**src/snq_pkg.sv**
```systemverilog
`default_nettype none

package snq_pkg;

  localparam int unsigned TableEntriesDef = 62;
  localparam int unsigned QueueDepthDef   = 2;
  localparam int unsigned NotesPerOctave  = 12;
  localparam int unsigned OctaveBase      = 3;

  localparam int unsigned SampleW  = 12;
  localparam int unsigned CodeW    = 12;
  localparam int unsigned MaskW    = 12;
  localparam int unsigned SensW    = 4;
  localparam int unsigned OctW     = 3;
  localparam int unsigned CfgIdxW  = 2;
  localparam int unsigned CfgDataW = 12;
  localparam int unsigned GainW    = 5;
  localparam int unsigned ScaledW  = 17;

  // scaled sample is 20x the gained voltage; thresholds compared at 80x
  localparam logic [ScaledW-1:0] ScaledMax = 17'd81900;
  localparam logic [ScaledW-1:0] HystLimit = 17'd200;
  localparam int unsigned ThrStep   = 1360;  // 80 * 17 per semitone
  localparam int unsigned ThrOffset = 640;   // 80 * 8
  localparam int unsigned NoteMul   = 273;
  localparam logic [CodeW-1:0] CodeMax = 12'd4095;

  localparam logic [MaskW-1:0] MaskRst = 12'hFFF;
  localparam logic [SensW-1:0] SensRst = 4'd4;
  localparam logic [OctW-1:0]  OctRst  = 3'd3;

  typedef enum logic [CfgIdxW-1:0] {
    REG_SCALE_MASK   = 2'd0,
    REG_SENSITIVITY  = 2'd1,
    REG_OCTAVE_SHIFT = 2'd2
  } cfg_reg_e;

  typedef enum logic [2:0] {
    ST_IDLE,
    ST_WALK,
    ST_PICK,
    ST_CODE,
    ST_EMIT
  } back_state_e;

  typedef struct packed {
    logic [ScaledW-1:0] scaled;
    logic               search;
  } snq_item_t;

  typedef struct packed {
    logic [MaskW-1:0] scale_mask;
    logic [SensW-1:0] sensitivity;
    logic [OctW-1:0]  octave_shift;
  } snq_cfg_t;

endpackage

`default_nettype wire

```
**src/snq_queue.sv**
```systemverilog
`default_nettype none

module snq_queue import snq_pkg::*; #(
  parameter int unsigned DEPTH = QueueDepthDef
) (
  input  logic      clk_i,
  input  logic      rst_ni,
  input  logic      push_i,
  input  snq_item_t push_item_i,
  output logic      full_o,
  input  logic      pop_i,
  output snq_item_t pop_item_o,
  output logic      valid_o
);

  localparam int unsigned PW   = (DEPTH > 1) ? $clog2(DEPTH) : 1;
  localparam int unsigned CNTW = $clog2(DEPTH + 1);

  snq_item_t       mem_q [DEPTH];
  logic [PW-1:0]   wr_q, wr_d, rd_q, rd_d;
  logic [CNTW-1:0] cnt_q, cnt_d;

  function automatic logic [PW-1:0] ptr_inc(input logic [PW-1:0] p);
    logic [PW-1:0] r;
    if (p == PW'(DEPTH - 1)) begin
      r = '0;
    end else begin
      r = p + PW'(1);
    end
    return r;
  endfunction

  assign full_o     = (cnt_q == CNTW'(DEPTH));
  assign valid_o    = (cnt_q != '0);
  assign pop_item_o = mem_q[rd_q];

  always_comb begin
    wr_d  = push_i ? ptr_inc(wr_q) : wr_q;
    rd_d  = pop_i ? ptr_inc(rd_q) : rd_q;
    cnt_d = cnt_q;
    if (push_i && !pop_i) begin
      cnt_d = cnt_q + CNTW'(1);
    end else if (pop_i && !push_i) begin
      cnt_d = cnt_q - CNTW'(1);
    end
  end

  always_ff @(posedge clk_i or negedge rst_ni) begin
    if (!rst_ni) begin
      wr_q  <= '0;
      rd_q  <= '0;
      cnt_q <= '0;
    end else begin
      wr_q  <= wr_d;
      rd_q  <= rd_d;
      cnt_q <= cnt_d;
    end
  end

  always_ff @(posedge clk_i) begin
    if (push_i) begin
      mem_q[wr_q] <= push_item_i;
    end
  end

endmodule

`default_nettype wire

```
**src/snq_front.sv**
```systemverilog
`default_nettype none

module snq_front import snq_pkg::*; (
  input  logic               clk_i,
  input  logic               rst_ni,
  input  logic               in_valid_i,
  output logic               in_stall_o,
  input  logic [SampleW-1:0] sample_i,
  input  logic [SampleW-1:0] previous_sample_i,
  input  logic [SensW-1:0]   sensitivity_i,
  output logic               push_o,
  output snq_item_t          push_item_o,
  input  logic               full_i
);

  // stage 1: captured word
  logic               s1_vld_q;
  logic [SampleW-1:0] smp_q, prev_q;
  // stage 2: gained sample
  logic               s2_vld_q;
  logic [ScaledW-1:0] prod_q;
  logic [SampleW-1:0] prev2_q;

  logic               s2_free, s1_free, accept;
  logic [GainW-1:0]   gain;
  logic [ScaledW-1:0] scaled, prev20, diff;

  assign push_o     = s2_vld_q && !full_i;
  assign s2_free    = !s2_vld_q || push_o;
  assign s1_free    = !s1_vld_q || s2_free;
  assign in_stall_o = !s1_free;
  assign accept     = in_valid_i && s1_free;

  assign gain = {1'b1, sensitivity_i};  // 16 + sensitivity

  always_comb begin
    scaled = (prod_q > ScaledMax) ? ScaledMax : prod_q;
    prev20 = ScaledW'({prev2_q, 4'b0}) + ScaledW'({prev2_q, 2'b0});
    diff   = (prev20 >= scaled) ? (prev20 - scaled) : (scaled - prev20);
    push_item_o.scaled = scaled;
    push_item_o.search = (diff > HystLimit);
  end

  always_ff @(posedge clk_i or negedge rst_ni) begin
    if (!rst_ni) begin
      s1_vld_q <= 1'b0;
      s2_vld_q <= 1'b0;
    end else begin
      if (s1_free) begin
        s1_vld_q <= in_valid_i;
      end
      if (s2_free) begin
        s2_vld_q <= s1_vld_q;
      end
    end
  end

  always_ff @(posedge clk_i) begin
    if (accept) begin
      smp_q  <= sample_i;
      prev_q <= previous_sample_i;
    end
    if (s2_free && s1_vld_q) begin
      prod_q  <= ScaledW'(smp_q) * ScaledW'(gain);
      prev2_q <= prev_q;
    end
  end

endmodule

`default_nettype wire

```
**src/snq_back.sv**
```systemverilog
`default_nettype none

module snq_back import snq_pkg::*; #(
  parameter int unsigned TABLE_ENTRIES = TableEntriesDef
) (
  input  logic             clk_i,
  input  logic             rst_ni,
  input  snq_cfg_t         cfg_i,
  input  logic             q_valid_i,
  input  snq_item_t        q_item_i,
  output logic             pop_o,
  output logic             out_valid_o,
  input  logic             out_stall_i,
  output logic [CodeW-1:0] cv_value_o,
  output logic             updated_o
);

  localparam int unsigned JW  = $clog2(TABLE_ENTRIES);
  localparam int unsigned TW  = $clog2(ThrStep * (TABLE_ENTRIES - 1) + 1);
  localparam int unsigned CW  = (TW > ScaledW) ? TW : ScaledW;
  localparam int unsigned NW  = JW + 3;
  localparam int unsigned VW  = NW + 9;
  localparam int unsigned QW  = VW - 2;

  // a bracket spans at most one octave, so distances stay below 2^14;
  // floor(x / 20) = floor(floor(x / 4) / 5), the divide by 5 by reciprocal
  localparam int unsigned DqW    = 12;
  localparam int unsigned PrW    = 2 * DqW;
  localparam int unsigned Div5Sh = 14;
  localparam logic [DqW-1:0] Div5Mul = 12'd3277;  // ceil(2^14 / 5), exact below 2^14

  back_state_e state_q, state_d;

  logic [JW-1:0]   j_q, jlo_q, sel_j;
  logic [3:0]      m_q;
  logic [CW-1:0]   thr_q, thr_lo_q, sp_q, dist_lo, dist_hi;
  logic            have_lo_q;
  logic [NW-1:0]   n_q, n_d;
  logic [CodeW-1:0] held_q, code;
  logic            upd_q;
  logic            out_vld_q, out_upd_q;
  logic [CodeW-1:0] out_cv_q;

  logic [DqW-1:0]          dq_lo_q, dq_hi_q;
  logic [PrW-1:0]          ql_prod, qh_prod;
  logic [PrW-Div5Sh-1:0]   d_lo, d_hi;

  logic [6:0]            oct12;
  logic signed [VW-1:0]  n_ext, v;
  logic [QW-1:0]         vq;

  logic en, above, last, out_free;
  logic adv, load_lo, emit;

  assign en       = cfg_i.scale_mask[m_q];
  assign above    = (sp_q < thr_q);
  assign last     = (j_q == JW'(TABLE_ENTRIES - 1));
  assign out_free = !out_vld_q || !out_stall_i;

  // next state
  always_comb begin
    state_d = state_q;
    unique case (state_q)
      ST_IDLE: begin
        if (q_valid_i) begin
          state_d = q_item_i.search ? ST_WALK : ST_EMIT;
        end
      end
      ST_WALK: begin
        if (en && above) begin
          state_d = have_lo_q ? ST_PICK : ST_EMIT;
        end else if (last) begin
          state_d = ST_EMIT;
        end
      end
      ST_PICK: state_d = ST_CODE;
      ST_CODE: state_d = ST_EMIT;
      ST_EMIT: begin
        if (out_free) begin
          state_d = ST_IDLE;
        end
      end
      default: state_d = ST_IDLE;
    endcase
  end

  // control outputs
  always_comb begin
    pop_o   = 1'b0;
    adv     = 1'b0;
    load_lo = 1'b0;
    emit    = 1'b0;
    unique case (state_q)
      ST_IDLE: pop_o = q_valid_i;
      ST_WALK: begin
        adv     = !(en && above) && !last;
        load_lo = en && !above;
      end
      ST_EMIT: emit = out_free;
      default: ;
    endcase
  end

  // nearer note by whole 20ths of distance; upper wins when they tie
  always_comb begin
    dist_lo = sp_q - thr_lo_q;
    dist_hi = thr_q - sp_q;
    ql_prod = PrW'(dq_lo_q) * PrW'(Div5Mul);
    qh_prod = PrW'(dq_hi_q) * PrW'(Div5Mul);
    d_lo    = ql_prod[PrW-1:Div5Sh];
    d_hi    = qh_prod[PrW-1:Div5Sh];
    sel_j   = (d_lo >= d_hi) ? j_q : jlo_q;
    oct12   = 7'({cfg_i.octave_shift, 3'b0}) + 7'({cfg_i.octave_shift, 2'b0});
    n_d     = NW'(sel_j) + NW'(oct12) - NW'(OctaveBase * NotesPerOctave);
  end

  always_comb begin
    n_ext = {{(VW - NW){n_q[NW-1]}}, n_q};
    v     = n_ext * $signed(VW'(NoteMul));
    vq    = v[VW-1:2];
    if (v[VW-1]) begin
      code = '0;
    end else if (vq > QW'(CodeMax)) begin
      code = CodeMax;
    end else begin
      code = vq[CodeW-1:0];
    end
  end

  always_ff @(posedge clk_i or negedge rst_ni) begin
    if (!rst_ni) begin
      state_q   <= ST_IDLE;
      held_q    <= '0;
      out_vld_q <= 1'b0;
      have_lo_q <= 1'b0;
    end else begin
      state_q <= state_d;
      if (pop_o) begin
        have_lo_q <= 1'b0;
      end else if (load_lo) begin
        have_lo_q <= 1'b1;
      end
      if (state_q == ST_CODE) begin
        held_q <= code;
      end
      if (emit) begin
        out_vld_q <= 1'b1;
      end else if (!out_stall_i) begin
        out_vld_q <= 1'b0;
      end
    end
  end

  always_ff @(posedge clk_i) begin
    if (pop_o) begin
      sp_q  <= CW'(q_item_i.scaled) + CW'(ThrOffset);
      j_q   <= '0;
      m_q   <= '0;
      thr_q <= '0;
      upd_q <= 1'b0;
    end else if (adv) begin
      j_q   <= j_q + JW'(1);
      m_q   <= (m_q == 4'(NotesPerOctave - 1)) ? 4'd0 : m_q + 4'd1;
      thr_q <= thr_q + CW'(ThrStep);
    end
    if (load_lo) begin
      jlo_q    <= j_q;
      thr_lo_q <= thr_q;
    end
    // quarter distances; the last walk cycle holds the bracketing pair
    if (state_q == ST_WALK) begin
      dq_lo_q <= dist_lo[DqW+1:2];
      dq_hi_q <= dist_hi[DqW+1:2];
    end
    if (state_q == ST_PICK) begin
      n_q <= n_d;
    end
    if (state_q == ST_CODE) begin
      upd_q <= 1'b1;
    end
    if (emit) begin
      out_cv_q  <= held_q;
      out_upd_q <= upd_q;
    end
  end

  assign out_valid_o = out_vld_q;
  assign cv_value_o  = out_cv_q;
  assign updated_o   = out_upd_q;

endmodule

`default_nettype wire

```
**src/scale_note_quantizer.sv**
```systemverilog
//  channel  | dir | handshake                | payload
//  ---------+-----+--------------------------+-------------------------------
//  in       | in  | in_valid_i / in_stall_o  | sample_i, previous_sample_i
//  out      | out | out_valid_o / out_stall_i| cv_value_o, updated_o
//  cfg      | in  | cfg_we_i (no wait)       | cfg_idx_i, cfg_wdata_i
//
//  A word passes the front's capture and gain stages before it is queued.
//  In the back a hold word goes from idle straight to emit; a search word
//  walks one semitone index per cycle, then reaches emit, via pick and
//  code when a lower note was found. The walk sets the sustained rate.
//  Reset loads scale_mask 0xFFF, sensitivity 4, octave_shift 3 and a held
//  output of 0; the threshold table follows scale_mask, so no clearing pass.
//  in_stall_o rises only when the queue fills; out_stall_i freezes the
//  output register while the front keeps taking words.
`default_nettype none

module scale_note_quantizer import snq_pkg::*; #(
  parameter int unsigned TABLE_ENTRIES = TableEntriesDef,
  parameter int unsigned QUEUE_DEPTH   = QueueDepthDef
) (
  input  logic                clk_i,
  input  logic                rst_ni,
  // input words
  input  logic                in_valid_i,
  output logic                in_stall_o,
  input  logic [SampleW-1:0]  sample_i,
  input  logic [SampleW-1:0]  previous_sample_i,
  // config writes
  input  logic                cfg_we_i,
  input  logic [CfgIdxW-1:0]  cfg_idx_i,
  input  logic [CfgDataW-1:0] cfg_wdata_i,
  // result words
  output logic                out_valid_o,
  input  logic                out_stall_i,
  output logic [CodeW-1:0]    cv_value_o,
  output logic                updated_o
);

  snq_cfg_t  cfg_q;
  logic      push, q_full, pop, q_valid;
  snq_item_t push_item, pop_item;

  // Config registers. The user must write them only while idle, so no
  // shadowing is needed (not enforced here). Unknown index is dropped.
  always_ff @(posedge clk_i or negedge rst_ni) begin
    if (!rst_ni) begin
      cfg_q.scale_mask   <= MaskRst;
      cfg_q.sensitivity  <= SensRst;
      cfg_q.octave_shift <= OctRst;
    end else if (cfg_we_i) begin
      unique case (cfg_reg_e'(cfg_idx_i))
        REG_SCALE_MASK:   cfg_q.scale_mask   <= cfg_wdata_i[MaskW-1:0];
        REG_SENSITIVITY:  cfg_q.sensitivity  <= cfg_wdata_i[SensW-1:0];
        REG_OCTAVE_SHIFT: cfg_q.octave_shift <= cfg_wdata_i[OctW-1:0];
        default: ;
      endcase
    end
  end

  // Front: gain the sample, clamp, and sort into hold or search by the
  // change hysteresis against the previous sample.
  snq_front u_front (
    .clk_i             (clk_i),
    .rst_ni            (rst_ni),
    .in_valid_i        (in_valid_i),
    .in_stall_o        (in_stall_o),
    .sample_i          (sample_i),
    .previous_sample_i (previous_sample_i),
    .sensitivity_i     (cfg_q.sensitivity),
    .push_o            (push),
    .push_item_o       (push_item),
    .full_i            (q_full)
  );

  // Short queue decoupling the front from the semitone walk.
  snq_queue #(
    .DEPTH (QUEUE_DEPTH)
  ) u_queue (
    .clk_i       (clk_i),
    .rst_ni      (rst_ni),
    .push_i      (push),
    .push_item_i (push_item),
    .full_o      (q_full),
    .pop_i       (pop),
    .pop_item_o  (pop_item),
    .valid_o     (q_valid)
  );

  // Back: walk enabled semitones for the bracketing pair, pick the nearer
  // note, convert to a DAC code and keep it as the held output.
  snq_back #(
    .TABLE_ENTRIES (TABLE_ENTRIES)
  ) u_back (
    .clk_i       (clk_i),
    .rst_ni      (rst_ni),
    .cfg_i       (cfg_q),
    .q_valid_i   (q_valid),
    .q_item_i    (pop_item),
    .pop_o       (pop),
    .out_valid_o (out_valid_o),
    .out_stall_i (out_stall_i),
    .cv_value_o  (cv_value_o),
    .updated_o   (updated_o)
  );

endmodule

`default_nettype wire

```
**config.mk**
```make
export PLATFORM = sky130hd
export DESIGN_NAME = scale_note_quantizer
export DESIGN_NICKNAME = d
export VERILOG_FILES = /design/src/snq_pkg.sv /design/src/snq_queue.sv /design/src/snq_front.sv /design/src/snq_back.sv /design/src/scale_note_quantizer.sv
export SDC_FILE = /design/constraint.sdc
export NUM_CORES = 1
export LEC_CHECK = 0
export BUFFER_PORTS_ARGS = -buffer_cell sky130_fd_sc_hd__buf_4
export CORE_MARGIN = 1.5
export CORE_UTILIZATION = 46
export CTS_CLUSTER_DIAMETER = 150
export DETAILED_ROUTE_END_ITERATION = 6
export GPL_TIMING_DRIVEN = 1
export MAX_ROUTING_LAYER = met4
export PLACE_DENSITY = 0.65
export SETUP_SLACK_MARGIN = 0.5
export SYNTH_ARGS = -nofsm -noshare
export SYNTH_HDL_FRONTEND = slang
export SYNTH_HIERARCHICAL = 1
export SYNTH_SLANG_ARGS = --single-unit
```
**constraint.sdc**
```tcl
create_clock -name clk_i -period 18.4 [get_ports clk_i]
set_clock_uncertainty 0.1 [all_clocks]
set_input_delay 1.84 -clock clk_i [delete_from_list [all_inputs] [get_ports clk_i]]
set_output_delay 1.84 -clock clk_i [all_outputs]
set_load 0.01 [all_outputs]
```
==> summary.txt <==
Synthesis
  • Cells after synthesis: 1,831
  • Top post-synthesis cells by area: edfxtp_1 25%, ha_1 21%, fa_1 12%
  • Post-synthesis xor/xnor area fraction: 4.55%
  • Post-synthesis sequential area ratio: 33.2%
  • Post-synth top flop: edfxtp_1
  • Synth Register Bits: 234
  • Post-synthesis adder-cell area fraction: 32.8%
  • Top cells by count, synth: 333 x ha_1, 287 x inv_1, 168 x edfxtp_1, 117 x fa_1, 97 x nor2_1
  • Share of synthesized area spent on multiplexers: 3.57%
  • Syn_nets: 2,324
  • Synth Area in Compound Gates: 9.49%
  • Mapped cell area: 0.0198 mm2
  • Library cells used by synthesis: 87
  • Synth Area in Simple Gates: 10.2%
  • Synth top area share: 25.4%
  • Avg Cell Area, Syn: 10.8 um2
  • Synth area leader: edfxtp_1
  • Cell with the most instances after synthesis: ha_1
  • Largest family of logic cells by synthesized area: adder cells
  • Ys Warns: 6
  • Asr flop ratio synth: 17.9%
  • EDFF count, synth: 168

Floorplan
  • Die height: 211 um
  • Initial Utilization: 47.0%
  • Rows: 75
  • Num ports: 58
  • Core Region: 0.0422 mm2
  • Die width: 211 um
  • Die ar.: 0.0444 mm2

Setup path
  • Setup CP Type: flip-flop to flip-flop
  • Crit path capture type: flip-flop
  • CP max stage delay: 570 ps
  • Critical path peak fanout: 6
  • CP delay by family, top: adder cells
  • Slowest cell on crit path: o41a_1
  • R2R setup slack: 10,420 ps
  • CP bufs+invs: 3
  • Stages on worst setup path: 25
  • Critical path data arrival time: 8170 ps
  • Startpoint types: flip-flop
  • Critical Path Source: u_back/dq_lo_q[2]
  • End of the critical path: u_back/n_q[6]
  • Reg2Reg Depth: 25
  • Worst r2r src: u_back/dq_lo_q[2]
  • Worst endpoint required time: 18,590 ps
  • R2R Path End: u_back/n_q[6]

Placed design
  • # port buffers: 57
  • Post-DP HPWL: 30.6 mm
  • Routability-driven placement congestion ratio: 0.874

Finish
  • Diodes inserted: 0
  • Sequential cell area: 0.00660 mm2
  • Area delta synth->final: 8.94%
  • Footprint of the multi-input gates: 0.0120 mm2
  • FILL cells: 3,748
  • Final net count: 2,386
  • Fraction of layout cells with a size suffix above 1: 9.73%

Clock tree
  • Clock sink total: 234
  • Post-CTS Setup Bufs: 0
  • CTS max path bufs: 3
  • Clock transition at path regs: 60 ps
  • H-tree Lvls: 1
  • Latest clock arrival within the worst-skew pair: 540 ps
  • # hold bufs at CTS: 0
  • Clk Tree Root Cell: clkbuf_16
  • Post-CTS Resized: 0
  • CTS Buf Count: 25
  • CTS tree: built

Timing
  • Fmax: 125 MHz
  • Relative slew slack: 15.8%
  • Fin crit period: 7980 ps
  • Tcrit/Tclk final: 43.4%
  • Final Max Tran Viols: 0
  • Transition time at the pin with the least slew margin: 1260 ps
  • Setup_tns: 0 ps
  • Final hold vios: 0
  • Setup violators final: 0
  • Unrepaired setup endpoints after global routing: false

Global route
  • Global-route wire length before repair: 62.5 mm
  • Grt total ovfl: 0
  • Largest net degree at the start of global routing: 43
  • Total GRT Usage: 17.5%
  • Initial antenna violation count: 0
  • Vias in the first global route: 13,200

Min path
  • Hold Path Stages: 0
  • Min-delay worst type: flip-flop to flip-flop

Detailed routing
  • DRC: 0
  • Initial DRC count: 521
  • Routed WL: 36.5 mm
  • Antenna viol nets, final: 0
  • First-pass DRT Iterations: 5
  • DR WL/cell: 14.9 um
  • Via/cell ratio: 5.22
  • Total number of vias: 12,800

Run
  • Max-cap violations: 0

Run status
  • Status: completed
[stage by stage]
stage                     hold WS, ps  setup slack [ps]  instances  cell area, um2  utilization (%)
after floorplan                   300             10880       1831           19800                -
after global placement            302             10510       2405           20800             49.4
after detailed placement          305             10390       2405           20800             49.4
after CTS                         318             10380       2451           21600             51.2
after global routing              322              9970       2451           21600             51.2
final                             317             10420       2451           21600             51.2
[worst min path at each step]
stage | end | start
global placement | u_front/prev2_q[1] | u_front/prev_q[1]
detailed placement | u_front/prev2_q[9] | u_front/prev_q[9]
floorplan | u_front/prev2_q[0] | u_front/prev_q[0]
finish | u_front/prev2_q[9] | u_front/prev_q[9]
global route | u_front/prev2_q[4] | u_front/prev_q[4]
CTS | u_front/prev2_q[9] | u_front/prev_q[9]
[registers in the layout, summed over array words and instances, names as in the netlist, 3 cells and up]
name               cells
u_back/dq_hi_q        12
u_back/dq_lo_q        12
u_front/prod_q        17
u_back/m_q             4
u_queue/mem_q         36
u_back/j_q             6
u_front/prev_q        12
u_back/state_q         3
u_back/held_q         12
u_back/thr_q          13
u_back/thr_lo_q       10
u_back/n_q             9
cfg_q                 19
u_back/jlo_q           6
u_back/cv_value_o     12
u_back/sp_q           17
u_front/smp_q         12
u_front/prev2_q       12
[metal layers]
metal | vias to the layer above | GRT usage [%] | routed length [um]
li1 | 6453 | - | -
met1 | 6167 | 21.7 | 16500
met2 | 148 | 31.0 | 18300
met3 | 38 | 1.62 | 976
met4 | 0 | 3.89 | 738
met5 | - | - | 0
[placed cells by master, fill, tap and decap left out, types with 19 or more instances in the layout]
master / Yosys / layout
and2_1: 59 / 59
fa_1: 117 / 117
xor2_1: 36 / 36
a21oi_1: 65 / 65
a21o_1: 43 / 43
nand2_1: 69 / 69
dfxtp_1: 24 / 24
buf_4: 2 / 63
clkbuf_16: 0 / 26
nor2_1: 97 / 97
xnor2_1: 67 / 67
mux2_2: 34 / 34
nor2b_1: 22 / 22
o21ai_0: 69 / 69
ha_1: 333 / 333
inv_1: 287 / 287
edfxtp_1: 168 / 168
nand3_1: 25 / 25
dfrtp_1: 27 / 27
nor3_1: 19 / 19
[cells by family after synthesis]
family | Yosys count
AOI/OAI and AO/OA | 288
DFF | 234
xor gates and xnor gates | 103
and+or+nand+nor | 383
adders and majority gates | 450
buffers and inverters | 315
muxes | 58
[final cells by class]
class | count | area share, %
clock inverters | 15 | 0.469
multi-input cells | 1282 | 55.6
well taps | 539 | 3.12
clock buffers | 31 | 3.10
inverters | 287 | 4.98
flip-flops and latches | 234 | 30.5
repair buffers | 63 | 2.19
[worst register-to-register path: cells and delay by family, from the launching register on]
family	cells	cell delay, ps
buffers and inverters	3	150
AOI/OAI and AO/OA	7	2010
adders and majority gates	10	3840
and+or+nand+nor	1	390
muxes	1	370
xor gates and xnor gates	3	400
DFF	1	490
Power is left out: the tool's default activity adds up to more than one toggle a clock period on the data nets, which glitch-free logic cannot reach.
